File: src/rtl/core/tkd_pkg.sv
// ---------------------------------------------------------------------------
// tkd_pkg
// Shared types and constants of the touch key detector with debounce.
// ---------------------------------------------------------------------------
package tkd_pkg;

   localparam int MAX_KEYS     = 8;
   localparam int COUNT_W      = 12;
   localparam int SUM_W        = 15;
   localparam int TH_W         = SUM_W + 2;
   localparam int PASS_W       = 3;
   localparam int KEY_W        = 4;
   localparam int CNT_W        = 4;
   localparam int ADDR_W       = 5;
   localparam int DATA_W       = 32;

   localparam int DEF_NUM_KEYS = 8;
   localparam int DEF_SAMPLES  = 5;

   localparam logic [CNT_W-1:0]   PRESS_COUNT   = 4'd10;
   localparam logic [CNT_W-1:0]   REARM_COUNT   = 4'd10;
   localparam logic [CNT_W-1:0]   PRESS_PARK    = 4'd15;
   localparam logic [COUNT_W-1:0] REF_RESET     = 12'hFFF;

   localparam logic CMD_PASS      = 1'b0;
   localparam logic CMD_READ      = 1'b1;
   localparam logic KIND_DECISION = 1'b0;
   localparam logic KIND_READ     = 1'b1;

   typedef struct packed {
      logic               cmd;
      logic [COUNT_W-1:0] charge_count_0;
      logic [COUNT_W-1:0] charge_count_1;
      logic [COUNT_W-1:0] charge_count_2;
      logic [COUNT_W-1:0] charge_count_3;
      logic [COUNT_W-1:0] charge_count_4;
      logic [COUNT_W-1:0] charge_count_5;
      logic [COUNT_W-1:0] charge_count_6;
      logic [COUNT_W-1:0] charge_count_7;
   } tkd_req_type;

   typedef struct packed {
      logic             result_kind;
      logic             press_event;
      logic [KEY_W-1:0] key_code;
   } tkd_rsp_type;

   // what the lanes hand to the merge stage for one result-producing request
   typedef struct packed {
      logic                cmd;
      logic [MAX_KEYS-1:0] hits;
   } tkd_grp_type;

endpackage

File: src/rtl/core/tkd_lane.sv
// ---------------------------------------------------------------------------
// tkd_lane
// One channel: accumulates charge counts over a group and flags a touch.
// ---------------------------------------------------------------------------
module tkd_lane
   import tkd_pkg::*;
#(
   parameter int SAMPLES = DEF_SAMPLES
) (
   input  logic               clock,
   input  logic               reset,
   input  logic               acc_en,
   input  logic               last,
   input  logic [COUNT_W-1:0] count,
   input  logic [COUNT_W-1:0] ref_level,
   output logic               hit
);

   localparam logic [TH_W-1:0] SAMPLES_W = TH_W'(SAMPLES);

   logic [SUM_W-1:0] sum_ff, sum_in, new_sum;
   logic [TH_W-1:0]  thr_base, thr;

   // floor(sum / S) > ref + 1  <=>  sum >= S * (ref + 2)
   always_comb begin
      new_sum  = sum_ff + SUM_W'(count);
      thr_base = TH_W'(ref_level) + TH_W'(2);
      thr      = TH_W'(thr_base * SAMPLES_W);
      hit      = (TH_W'(new_sum) >= thr);
      sum_in   = sum_ff;
      if (acc_en) begin
         sum_in = last ? '0 : new_sum;
      end
   end

   always_ff @(posedge clock) begin
      if (reset) begin
         sum_ff <= '0;
      end else begin
         sum_ff <= sum_in;
      end
   end

endmodule

File: src/rtl/core/tkd_merge.sv
// ---------------------------------------------------------------------------
// tkd_merge
// Combines lane hits into a key, runs the debounce filter, holds the result.
// ---------------------------------------------------------------------------
module tkd_merge
   import tkd_pkg::*;
#(
   parameter int NUM_KEYS = DEF_NUM_KEYS
) (
   input  logic        clock,
   input  logic        reset,
   input  logic        in_valid,
   input  tkd_grp_type in_grp,
   output logic        in_stall,
   output logic        rsp_valid,
   input  logic        rsp_stall,
   output tkd_rsp_type rsp_payload
);

   logic             s1_valid_ff, s1_valid_in;
   tkd_grp_type      s1_ff;
   logic             out_valid_ff, out_valid_in;
   tkd_rsp_type      rsp_ff, rsp_in;
   logic [CNT_W-1:0] press_ff, press_in, release_ff, release_in;
   logic [KEY_W-1:0] latch_ff, latch_in;
   logic [KEY_W-1:0] key;
   logic [CNT_W-1:0] press_tmp, release_tmp;
   logic             out_load, s1_move, ev;

   always_comb begin
      out_load = !out_valid_ff || !rsp_stall;
      s1_move  = s1_valid_ff && out_load;
      in_stall = s1_valid_ff && !out_load;

      s1_valid_in = s1_valid_ff;
      if (in_valid && !in_stall) begin
         s1_valid_in = 1'b1;
      end else if (s1_move) begin
         s1_valid_in = 1'b0;
      end

      out_valid_in = out_valid_ff;
      if (s1_move) begin
         out_valid_in = 1'b1;
      end else if (!rsp_stall) begin
         out_valid_in = 1'b0;
      end

      // highest touched channel wins
      key = '0;
      for (int i = 0; i < MAX_KEYS; i++) begin
         if (i < NUM_KEYS && s1_ff.hits[i]) begin
            key = KEY_W'(i + 1);
         end
      end

      press_in    = press_ff;
      release_in  = release_ff;
      latch_in    = latch_ff;
      press_tmp   = press_ff;
      release_tmp = release_ff;
      ev          = 1'b0;
      rsp_in      = rsp_ff;

      if (s1_move) begin
         if (s1_ff.cmd == CMD_READ) begin
            rsp_in.result_kind = KIND_READ;
            rsp_in.press_event = 1'b0;
            rsp_in.key_code    = latch_ff;
            latch_in           = '0;
         end else begin
            if (key != '0) begin
               release_in = '0;
               if (press_ff < PRESS_COUNT) begin
                  press_tmp = press_ff + CNT_W'(1);
               end
               press_in = press_tmp;
               if (press_tmp == PRESS_COUNT) begin
                  press_in = PRESS_PARK;
                  latch_in = key;
                  ev       = 1'b1;
               end
            end else begin
               if (release_ff < REARM_COUNT) begin
                  release_tmp = release_ff + CNT_W'(1);
               end
               release_in = release_tmp;
               if (release_tmp == REARM_COUNT) begin
                  press_in = '0;
               end
            end
            rsp_in.result_kind = KIND_DECISION;
            rsp_in.press_event = ev;
            rsp_in.key_code    = key;
         end
      end
   end

   always_ff @(posedge clock) begin
      if (reset) begin
         s1_valid_ff  <= 1'b0;
         out_valid_ff <= 1'b0;
         press_ff     <= '0;
         release_ff   <= '0;
         latch_ff     <= '0;
      end else begin
         s1_valid_ff  <= s1_valid_in;
         out_valid_ff <= out_valid_in;
         press_ff     <= press_in;
         release_ff   <= release_in;
         latch_ff     <= latch_in;
      end
   end

   always_ff @(posedge clock) begin
      if (in_valid && !in_stall) begin
         s1_ff <= in_grp;
      end
      rsp_ff <= rsp_in;
   end

   assign rsp_valid   = out_valid_ff;
   assign rsp_payload = rsp_ff;

`ifndef ASSERT_OFF
   a_event_decision: assert property (@(posedge clock) disable iff (reset)
      rsp_valid && rsp_payload.press_event |->
         rsp_payload.result_kind == KIND_DECISION && rsp_payload.key_code != '0)
      else $error("press event without a key");

   a_key_range: assert property (@(posedge clock) disable iff (reset)
      rsp_valid |-> rsp_payload.key_code <= KEY_W'(NUM_KEYS))
      else $error("key code beyond channel count");

   a_press_cnt: assert property (@(posedge clock) disable iff (reset)
      press_ff <= PRESS_COUNT || press_ff == PRESS_PARK)
      else $error("press counter out of range");

   a_release_cnt: assert property (@(posedge clock) disable iff (reset)
      release_ff <= REARM_COUNT)
      else $error("release counter out of range");

   a_s1_hold: assert property (@(posedge clock) disable iff (reset)
      s1_valid_ff && !s1_move |=> s1_valid_ff && $stable(s1_ff))
      else $error("held request lost in merge stage");
`endif

endmodule

File: src/rtl/core/touch_key_detect_debounce.sv
// ---------------------------------------------------------------------------
// touch_key_detect_debounce
// Touch key detector: per-channel accumulation lanes, key merge, debounce.
//
//   channel | ports                     | moves
//   --------+---------------------------+-------------------------------------
//   request | req_valid/stall/payload   | measurement pass or read command
//   result  | rsp_valid/stall/payload   | group decision or read answer
//   config  | psel..pready (APB)        | ref_level_0..7 at byte 4*i
//
// One request per cycle while req_stall is low. A result leaves through the
// merge register, then the output register, after the request that causes it;
// mid-group passes give none. Up to two results are held against rsp_stall;
// req_stall rises only when both are full and the output is stalled.
// Reset is synchronous; references come up at 4095, no sweep.
// ---------------------------------------------------------------------------
module touch_key_detect_debounce
   import tkd_pkg::*;
#(
   parameter int NUM_KEYS = DEF_NUM_KEYS,
   parameter int SAMPLES  = DEF_SAMPLES
) (
   input  logic              clock,
   input  logic              reset,
   input  logic              req_valid,
   output logic              req_stall,
   input  tkd_req_type       req_payload,
   output logic              rsp_valid,
   input  logic              rsp_stall,
   output tkd_rsp_type       rsp_payload,
   input  logic              psel,
   input  logic              penable,
   input  logic              pwrite,
   input  logic [ADDR_W-1:0] paddr,
   input  logic [DATA_W-1:0] pwdata,
   output logic [DATA_W-1:0] prdata,
   output logic              pready
);

   logic [COUNT_W-1:0] ref_ff [MAX_KEYS];
   logic [COUNT_W-1:0] counts [MAX_KEYS];
   logic [MAX_KEYS-1:0] hits;
   logic [PASS_W-1:0]  pass_ff, pass_in;
   logic               accept, acc_en, last, grp_valid;
   logic [2:0]         reg_idx;
   tkd_grp_type        grp;

   // configuration registers
   assign pready  = 1'b1;
   assign reg_idx = paddr[4:2];
   assign prdata  = DATA_W'(ref_ff[reg_idx]);

   always_ff @(posedge clock) begin
      if (reset) begin
         for (int i = 0; i < MAX_KEYS; i++) begin
            ref_ff[i] <= REF_RESET;
         end
      end else if (psel && penable && pwrite && pready) begin
         ref_ff[reg_idx] <= pwdata[COUNT_W-1:0];
      end
   end

   always_comb begin
      counts[0] = req_payload.charge_count_0;
      counts[1] = req_payload.charge_count_1;
      counts[2] = req_payload.charge_count_2;
      counts[3] = req_payload.charge_count_3;
      counts[4] = req_payload.charge_count_4;
      counts[5] = req_payload.charge_count_5;
      counts[6] = req_payload.charge_count_6;
      counts[7] = req_payload.charge_count_7;
   end

   assign accept    = req_valid && !req_stall;
   assign acc_en    = accept && (req_payload.cmd == CMD_PASS);
   assign last      = (pass_ff == PASS_W'(SAMPLES - 1));
   assign grp_valid = req_valid && ((req_payload.cmd == CMD_READ) || last);

   always_comb begin
      pass_in = pass_ff;
      if (acc_en) begin
         pass_in = last ? '0 : pass_ff + PASS_W'(1);
      end
   end

   always_ff @(posedge clock) begin
      if (reset) begin
         pass_ff <= '0;
      end else begin
         pass_ff <= pass_in;
      end
   end

   for (genvar g = 0; g < MAX_KEYS; g++) begin : g_lane
      if (g < NUM_KEYS) begin : g_on
         tkd_lane #(
            .SAMPLES (SAMPLES)
         ) u_lane (
            .clock     (clock),
            .reset     (reset),
            .acc_en    (acc_en),
            .last      (last),
            .count     (counts[g]),
            .ref_level (ref_ff[g]),
            .hit       (hits[g])
         );
      end else begin : g_off
         assign hits[g] = 1'b0;
      end
   end

   assign grp.cmd  = req_payload.cmd;
   assign grp.hits = hits;

   tkd_merge #(
      .NUM_KEYS (NUM_KEYS)
   ) u_merge (
      .clock       (clock),
      .reset       (reset),
      .in_valid    (grp_valid),
      .in_grp      (grp),
      .in_stall    (req_stall),
      .rsp_valid   (rsp_valid),
      .rsp_stall   (rsp_stall),
      .rsp_payload (rsp_payload)
   );

endmodule

File: config.mk
export PLATFORM = sky130hd
export DESIGN_NAME = touch_key_detect_debounce
export DESIGN_NICKNAME = d
export VERILOG_FILES = /design/src/rtl/core/tkd_pkg.sv /design/src/rtl/core/tkd_lane.sv /design/src/rtl/core/tkd_merge.sv /design/src/rtl/core/touch_key_detect_debounce.sv
export SDC_FILE = /design/constraint.sdc
export NUM_CORES = 1
export LEC_CHECK = 0
export ABC_CLOCK_PERIOD_IN_PS = 7800
export CAP_MARGIN = 20
export CORE_MARGIN = 1.5
export CORE_UTILIZATION = 36
export DETAILED_ROUTE_END_ITERATION = 10
export DONT_BUFFER_PORTS = 1
export PLACE_DENSITY_LB_ADDON = 0.12
export SLEW_MARGIN = 40
export SYNTH_ARGS = -nofsm -noshare
export SYNTH_HDL_FRONTEND = slang
export SYNTH_SLANG_ARGS = --single-unit
File: constraint.sdc
create_clock -name clock -period 7.8 [get_ports clock]
set_clock_uncertainty 0.15 [all_clocks]
set_input_delay 1.17 -clock clock [delete_from_list [all_inputs] [get_ports clock]]
set_output_delay 1.17 -clock clock [all_outputs]
set_load 0.01 [all_outputs]
**Yosys cells after proc, flatten, opt, wreduce, memory -nomap -nowiden**

Memories as Yosys holds them, arrays and structs flattened.
Cells that the tools add are included.

- Memories: 1
- Bits in latches: 0
- RAM bits: 96
- ROM bits: 0
- Register bits: 152
- Output and inout port bits: 41
- Input port bits: 141

- Equal/unequal tests: 4
- Add/subtract/negate cells: 19
- Bitwise operators: 3
- $mul: 8
- Order comparisons: 10
- Reductions and logical operators: 24
- Shift operators: 0
- Muxes and demuxes: 47
- Divide/modulo/power cells: 0

Memories:

| memory | depth | width | rd ports | clocked after Yosys merged registers in | write ports | line | text |
|---|---|---|---|---|---|---|---|
| ref_ff | 8 | 12 | 9 | 0 | 8 | touch_key_detect_debounce.sv:40 | `logic [COUNT_W-1:0] ref_ff [MAX_KEYS];` |

Operators with widths:

| kind | count |
|---|---|
| $ge 15x17->1 | 8 |
| $mul 17x3->17 const B | 8 |
| $add 15x12->15 | 8 |
| $mux 15 | 8 |
| $add 12x2->13 const B | 8 |
| $mux 4 | 22 |
| $mux 1 | 13 |
| $mux 12 | 1 |
| $reduce_or 12->1 | 1 |
| $add 4x1->4 const B | 2 |
| $eq 4x4->1 const B | 2 |
| $logic_and 1x1->1 | 8 |
| $lt 4x4->1 const B | 2 |
| $reduce_bool 2->1 | 4 |
| $mux 3 | 2 |
| $mux 6 | 1 |
| $reduce_and 3->1 | 2 |
| $logic_not 1->1 | 4 |
| $reduce_bool 4->1 | 1 |
| $add 3x1->3 const B | 1 |
| $eq 3x3->1 const B | 1 |
| $not 1->1 | 3 |
| $logic_or 1x1->1 | 2 |
| $ne 2x1->1 const B | 1 |
| other kinds (2) | 2 |

**Longest topological paths before layout**

Gate-level depths: netlist of run 1.

- Depth after elaboration: 16
- Gate-level depth with buffers: 20
- Gate-level depth less buffers: 20

**By module**

Synthesis of run 1 repeated with hierarchy kept, for this count alone.

- Cell total of the unflattened synthesis: 2,730
- Area, all modules: 24,833.8 sq um

Modules (own cells, without submodules):

| module | area each (sq um) | cells an instance | seq. area each (sq um) | times used |
|---|---|---|---|---|
| tkd_lane at g_lane[5].g_on.u_lane ... | 2,238.4 | 272 | 300.3 | 3 |
| touch_key_detect_debounce | 4,901.0 | 329 | 2,942.8 | 1 |
| tkd_lane at g_lane[0].g_on.u_lane ... | 2,346.0 | 286 | 300.3 | 2 |
| tkd_lane at g_lane[1].g_on.u_lane | 2,427.3 | 308 | 300.3 | 1 |
| tkd_lane at g_lane[2].g_on.u_lane | 2,313.5 | 283 | 300.3 | 1 |
| tkd_lane at g_lane[4].g_on.u_lane | 2,312.2 | 281 | 300.3 | 1 |
| tkd_merge | 1,472.7 | 141 | 730.7 | 1 |

**Worst setup path after synthesis of run 1**

OpenSTA, ideal clock, no wires.

- Kind: input-to-reg
- Start: input req_payload[84] (netlist name)
- End: register u_merge.s1_ff[0] (netlist name), data pin
- Arrival: 3.909 ns
- Cell stages on the path: 16
- Setup slack: 3.481 ns
- Required time: 7.390 ns
- Path buffers: 0
- Setup time: 0.260 ns
- Path through: ha_1 > fa_1 > a211oi_1 > nor2_1 > o41a_1 > a41oi_1 > o2bb2ai_1 > xnor2_1 > ha_1 > and4_1 > nand2_1 > a21oi_1 > o31ai_1 > nand4_1 > a31oi_1 > a21oi_1

- Word-level cells in the longest chain between the ends: 2

RTL lines:

| element | line | text |
|---|---|---|
| start, declared | touch_key_detect_debounce.sv:27 | `input tkd_req_type req_payload,` |
| $add 15x12->15 | tkd_lane.sv:26 | `new_sum = sum_ff + SUM_W'(count);` |
| $ge 15x17->1 | tkd_lane.sv:29 | `hit = (TH_W'(new_sum) >= thr);` |
| named net g_lane[0].g_on.u_lane.hit | tkd_lane.sv:16 | `output logic hit` |
| end signal, assigned | tkd_merge.sv:117 | `s1_ff <= in_grp;` |
| end, declared | tkd_merge.sv:21 | `tkd_grp_type s1_ff;` |

The timed path passes the listed nets, and every way through them passes these cells.
A chain may end at the register's enable or synchronous reset.

==> results of run 1 <==
-- stage by stage --
step	util (%)	std cells	hold WS (ns)
final	39.8	3412	0.326
after global routing	39.8	3410	0.346
after CTS	39.8	3410	0.331
after detailed placement	37.8	3344	0.312
after global placement	37.8	3344	0.312
after floorplan	-	2574	0.274
-- sequential cells by signal, summed over array words and instances (netlist names) --
register	count
g_lane.g_on.u_lane.sum_ff	120
ref_ff	96
u_merge.s1_ff	9
u_merge.rsp_payload	6
u_merge.latch_ff	4
u_merge.press_ff	4
u_merge.release_ff	4
pass_ff	3
u_merge.rsp_valid	1
u_merge.s1_valid_ff	1
-- layout make-up --
type	instances	share of cell area (%)
Multi-Input combinational cell	2146	64.8
Sequential cell	248	24.1
Tap cell	846	4.20
Clock buffer	45	3.88
Inverter	92	1.37
Clock inverter	21	1.21
Timing Repair Buffer	12	0.358
Antenna cell	2	0.0199
-- worst max-delay path, stage by stage (launching register included) --
cell and delay (ns):
edfxtp_1 0.52, ha_1 0.30, nand3_1 0.12, xnor2_1 0.29, ha_1 0.29, ha_1 0.35
nor2b_1 0.15, o21ai_0 0.14, nand2b_1 0.10, a21o_1 0.20, a31o_2 0.27, a21oi_1 0.17
xor2_1 0.10, ha_1 0.27, o21ai_0 0.09, nand2b_1 0.08, nand4_1 0.09, a22o_1 0.24
a311oi_1 0.68
-- final timing paths --
path	start	end	cells past startpoint
setup / recovery	ref_ff[5][1]$_SDFFCE_PN1P_	u_merge.s1_ff[5]$_DFFE_PP_	18
hold reg to reg	g_lane[7].g_on.u_lane.sum_ff[9]$_SDFFE_PP0P_	g_lane[7].g_on.u_lane.sum_ff[9]$_SDFFE_PP0P_	1
hold / removal	g_lane[7].g_on.u_lane.sum_ff[9]$_SDFFE_PP0P_	g_lane[7].g_on.u_lane.sum_ff[9]$_SDFFE_PP0P_	1
setup reg to reg	ref_ff[5][1]$_SDFFCE_PN1P_	u_merge.s1_ff[5]$_DFFE_PP_	18
-- logic make-up after synthesis --
kind of cell	Yosys count	share of synthesized area [%]
other	2	0.0326
adder cells (fa/ha/maj)	412	22.9
AO/OA/AOI/OAI	674	19.5
XOR/XNOR	245	9.30
flip-flops	248	26.3
buffers and inverters	180	3.28
AND/OR/NAND/NOR	764	16.8
multiplexers	30	1.80
-- routing by layer --
metal / vias up / wire, um / share of wire (%) / GRT usage [%]
met5: - / 0 / 0 / 0
met4: 0 / 1280 / 2.0 / 5.16
met3: 69 / 3890 / 6.2 / 4.31
met2: 339 / 27900 / 45 / 30.1
met1: 8772 / 29300 / 47 / 24.8
li1: 9407 / - / - / -
-- where the power goes --
group / switching [uW] / leakage, uW / internal, uW
Clock: 666 / 0.000619 / 1130
Sequential: 85.5 / 0.00223 / 1440
Combinational: 911 / 0.00800 / 756
Total: 1660 / 0.0108 / 3320
-- cell usage after synthesis (16+ instances only) --
cell type,count
ha_1,395
nor2_1,209
a21oi_1,148
xnor2_1,146
dfxtp_1,137
o21ai_0,125
nand2_1,120
edfxtp_1,111
xor2_1,99
inv_1,91
nand2b_1,88
a22oi_1,73
a21o_1,70
nand3_1,69
clkbuf_1,59
or2_2,59
o21a_1,46
nor3_1,42
nor2b_1,36
a22o_1,35
and3_1,31
or3_1,28
nand4_1,25
a211oi_1,23
buf_4,21
a31oi_1,18
o21bai_1,17
fa_1,16
o211ai_1,16
==> metrics.txt, run 1 <==
status=completed; Tot GR Track Use=18.7%; fill cell count=6256; Placement Setup Slack=2.77 ns; Final Hold Violating Endpoints=0; pwr dens=198 mW/mm2; Post-CTS Hold Buffers=0; TritonCTS clock tree=yes; Nets=3088; total core area=0.0632 mm2; Hold/Removal Path Class=reg2reg; Pwr Total=4980 uW; first-pass GRT wire length=98100 um; DRT antenna net count=0; Seq/Total Area, Yosys=26.3%; layout cell share with drive strength beyond 1=6.32%; post-CTS setup buffer count=0; die area=0.0656 mm2; CP max FO=6; Vias/cell=5.45; Peak Freq=203 MHz; Chip Width=256 um; # IOs=182; slew margin rel.=41.8%; commonest non-fill, non-tap cell in the layout=ha_1; total CTS buffers=36; initial core utilization=36.5%; via count=18587; Area Overhead vs Synth=9.18%; post-cts resize count=0; Sum Neg Setup Slack=0 ns; Mapped Cells=2555; Worst VDD drop=0.163 mV; Arrival @ worst endpoint=5.00 ns; #FFs+latches synth=248; Final setup viols=0; Max-Cap Viols=0; starting DRC count in detailed routing=1091; R2R Setup Slk=2.88 ns; fin area=0.0252 mm2; Cell Rows=92; setup ws final=2.88 ns; DRC=0; Routed WL=62300 um; Pleak=0.0108 uW; most frequent cells in the layout=395 x ha_1, 207 x nor2_1, 148 x a21oi_1; ys flop type=dfxtp_1; Clock Root Buffer=clkbuf_16; register area=0.00608 mm2; Yosys top cell area share=21.4%; Final min period=4.92 ns; Unique masters post-synth=78; initial antenna violation count=2; IO Port Bufs=0; largest net degree at the start of global routing=94; Skew-Pair Late Insertion Delay=0.55 ns; CTS clk-pin slew, worst paths=0.06 ns; DIE HEIGHT=256 um; routability cong.=0.853; syn avg cell area=9.03 um2; Worst Path Required=7.88 ns; CP Capture Type=flop; vias in the first global route=18108; drt wl/cell=18.3 um; ys async rst share=0%; area of the mapped netlist=0.0231 mm2; area occupied by multi-input gates=0.0163 mm2; period utilization=63.1%; TritonRoute pass-1 iters=5; HPWL Detailed=48100 um; max-slew violation count=0; Yosys top cell by area=ha_1; clk sink count=248; startpoint types=flop; main area contributors after synthesis=ha_1 21%, edfxtp_1 14%, dfxtp_1 12%; Setup CP Type=reg2reg; Worst Tran Pin Value=0.866 ns; clock buffer depth=3; H-tree Lvls=2; cell area after placement=0.0239 mm2; total number of yosys warnings=0; grt ovf=0; RSZ-0062 raised after global routing=false; number of flops mapped to enable cells by yosys=111
Note: power is estimated with default switching activity, not from simulation.
==> run 2: changes to the inputs <==
--- a/config.mk
+++ b/config.mk
@@ -5,7 +5,7 @@
 export SDC_FILE = /design/constraint.sdc
 export NUM_CORES = 1
 export LEC_CHECK = 0
-export ABC_CLOCK_PERIOD_IN_PS = 7800
+export ABC_CLOCK_PERIOD_IN_PS = 4500
 export CAP_MARGIN = 20
 export CORE_MARGIN = 1.5
 export CORE_UTILIZATION = 36
==> constraint.sdc (replaced) <==
create_clock -name clock -period 4.5 [get_ports clock]
set_clock_uncertainty 0.15 [all_clocks]
set_input_delay 0.675 -clock clock [delete_from_list [all_inputs] [get_ports clock]]
set_output_delay 0.675 -clock clock [all_outputs]
set_load 0.01 [all_outputs]
==> run 2 against run 1 <==
Sequential share of layout area decreased by 0.57 points. Largest cell class unchanged. Power rose by 70%. Critical path type unchanged. Critical path depth fell by 1.
==> metrics.txt, run 2 (synthesized netlist as in run 1, its figures left out) <==
CP startpoint=ref_ff[6][2]$_SDFFCE_PN1P_; TritonRoute pass-1 iters=5 (unchanged); max-slew violation count=0 (unchanged); Pwr Total=8450 uW (+70%); total core area=0.0632 mm2 (unchanged); initial core utilization=36.5% (unchanged); Final Hold Violating Endpoints=0 (unchanged); grt ovf=0 (unchanged); via count=18788 (+1.1%); most frequent cells in the layout=391 x ha_1, 201 x nor2_1, 139 x a21oi_1; drt wl/cell=18.1 um (-0.80%); HPWL Detailed=48400 um (+0.77%); Clock Root Buffer=clkbuf_16; Worst VDD drop=0.244 mV (+49%); largest net degree at the start of global routing=94 (unchanged); CP max FO=3 (-3); CP Capture Type=flop; Largest Register=g_lane.g_on.u_lane.sum_ff; Setup CP Type=reg2reg; Regs by FF count=g_lane.g_on.u_lane.sum_ff (120), ref_ff (96), u_merge.s1_ff (9); fin cells=3459 (+1.4%); DRC=0 (unchanged); clock buffer depth=3 (unchanged); TritonCTS clock tree=yes; DRT antenna net count=0 (unchanged); DIE HEIGHT=256 um (unchanged); routability cong.=0.848 (-0.55%); Cell Rows=92 (unchanged); Max-Cap Viols=0 (unchanged); Worst Path Required=4.64 ns (-3.24 ns); Worst Tran Pin Value=0.730 ns (-0.137 ns); H-tree Lvls=2 (unchanged); startpoint types=flop; placed instance count=3383 (+1.2%); # IOs=182 (unchanged); clk sink count=248 (unchanged); CTS clk-pin slew, worst paths=0.06 ns (about the same); GR Util met2=30.5% (+0.38 points); Hold/Removal Path Class=in2reg; vias in the first global route=18415 (+1.7%); Peak Freq=233 MHz (+15%); total CTS buffers=35 (-2.8%); starting DRC count in detailed routing=1004 (-8.0%); Area Overhead vs Synth=11.8%; Vias/cell=5.43 (-0.29%); Final min period=4.30 ns (-0.626 ns); fill cell count=6233 (-0.37%); die area=0.0656 mm2 (unchanged); hold_sp=reset; Chip Width=256 um (unchanged); Pleak=0.0111 uW (+2.6%); met3 usage=4.12% (-0.19 points); Final setup viols=0 (unchanged); pwr dens=327 mW/mm2 (+66%); Routed WL=62700 um (+0.56%); Nets=3140 (+1.7%); Tot GR Track Use=18.7% (+0.064 points); IO Port Bufs=0 (unchanged); status=completed; fin util=40.8% (+0.96 points); Skew-Pair Late Insertion Delay=0.55 ns (about the same); GRT busiest layer=met2; max reg flops=120 (unchanged); met1 GRT Util=25.0% (+0.24 points); initial antenna violation count=2 (unchanged); Reg-to-Reg Start=ref_ff[6][2]$_SDFFCE_PN1P_; # diodes=0 (-2); period utilization=95.5% (+32 points); commonest non-fill, non-tap cell in the layout=ha_1; layout cell share with drive strength beyond 1=10.2% (+3.9 points); slew margin rel.=51.2% (+9.4 points); Arrival @ worst endpoint=4.44 ns (-0.56 ns); first-pass GRT wire length=99100 um (+1.0%); Post-CTS Hold Buffers=0 (unchanged)
-- run 2: cell count changes in the layout (fill, tap and decap cells not counted), sizes merged --
cell	change
diode	-2
clkinv	-2
bufinv	-5
clkbuf	+2
buf	+53
inv	+1
-- run 2: path summary, 6_finish.rpt --
kind	cells after the start	slack, ns	endpoint
setup / recovery	17	0.20	u_merge.s1_ff[6]$_DFFE_PP_
hold / removal	1	0.07	g_lane[0].g_on.u_lane.sum_ff[9]$_SDFFE_PP0P_
setup reg to reg	17	0.20	u_merge.s1_ff[6]$_DFFE_PP_
hold reg to reg	1	0.33	g_lane[5].g_on.u_lane.sum_ff[7]$_SDFFE_PP0P_
-- run 2: where the power goes --
part	internal, uW	switching, uW	total [uW]
Clock	1630	1110	2740
Sequential	2490	137	2630
Combinational	1420	1650	3070
-- run 2: cell type report --
type	instances	area (um2)	share of cell area, %
clock buffer	47	973	3.77
clock inverter	15	129	0.500
inverter	92	345	1.34
multi-input combinational	2146	16700	64.6
sequential	248	6080	23.6
tap	846	1060	4.10
timing repair buffer	65	537	2.08
-- run 2: routing by layer --
metal / up-vias / part of all wire (%)
li1: 9491 / -
met1: 8893 / 47
met2: 332 / 45
met3: 72 / 6.0
met4: 0 / 2.0
met5: - / 0
-- run 2: timing repair --
item                                   4_1_cts  5_1_grt
endpoints found under the hold margin        0        0
resized for setup                            0       75
buffers inserted                             0       13
setup endpoints to repair                    0        8
-- run 2: worst max-delay path: stages, from the launching register on --
cell and delay (ns):
edfxtp_1 0.48, ha_4 0.22, xor2_1 0.23, ha_1 0.28
ha_1 0.32, nor2b_1 0.13, o21ai_0 0.24, a21oi_1 0.14
o41ai_1 0.30, buf_4 0.18, o21bai_1 0.06, a21oi_1 0.18
xor2_1 0.17, ha_1 0.26, a21o_1 0.17, a21oi_2 0.18
o211ai_1 0.16, and3_4 0.20
-- run 2: through the flow --
| step | hold WS, ns | TNS, ns | cell area, um2 | worst slack [ns] |
|---|---|---|---|---|
| after floorplan | 0.274 | 0 | 23100 | 0.424 |
| after global routing | 0.0395 | -0.0455 | 25800 | -0.0263 |
| after detailed placement | 0.310 | 0 | 24200 | 0.0353 |
| final | 0.0714 | 0 | 25800 | 0.204 |
| after global placement | 0.312 | 0 | 24200 | 0.117 |
| after CTS | 0.0263 | 0 | 25300 | 0.00737 |
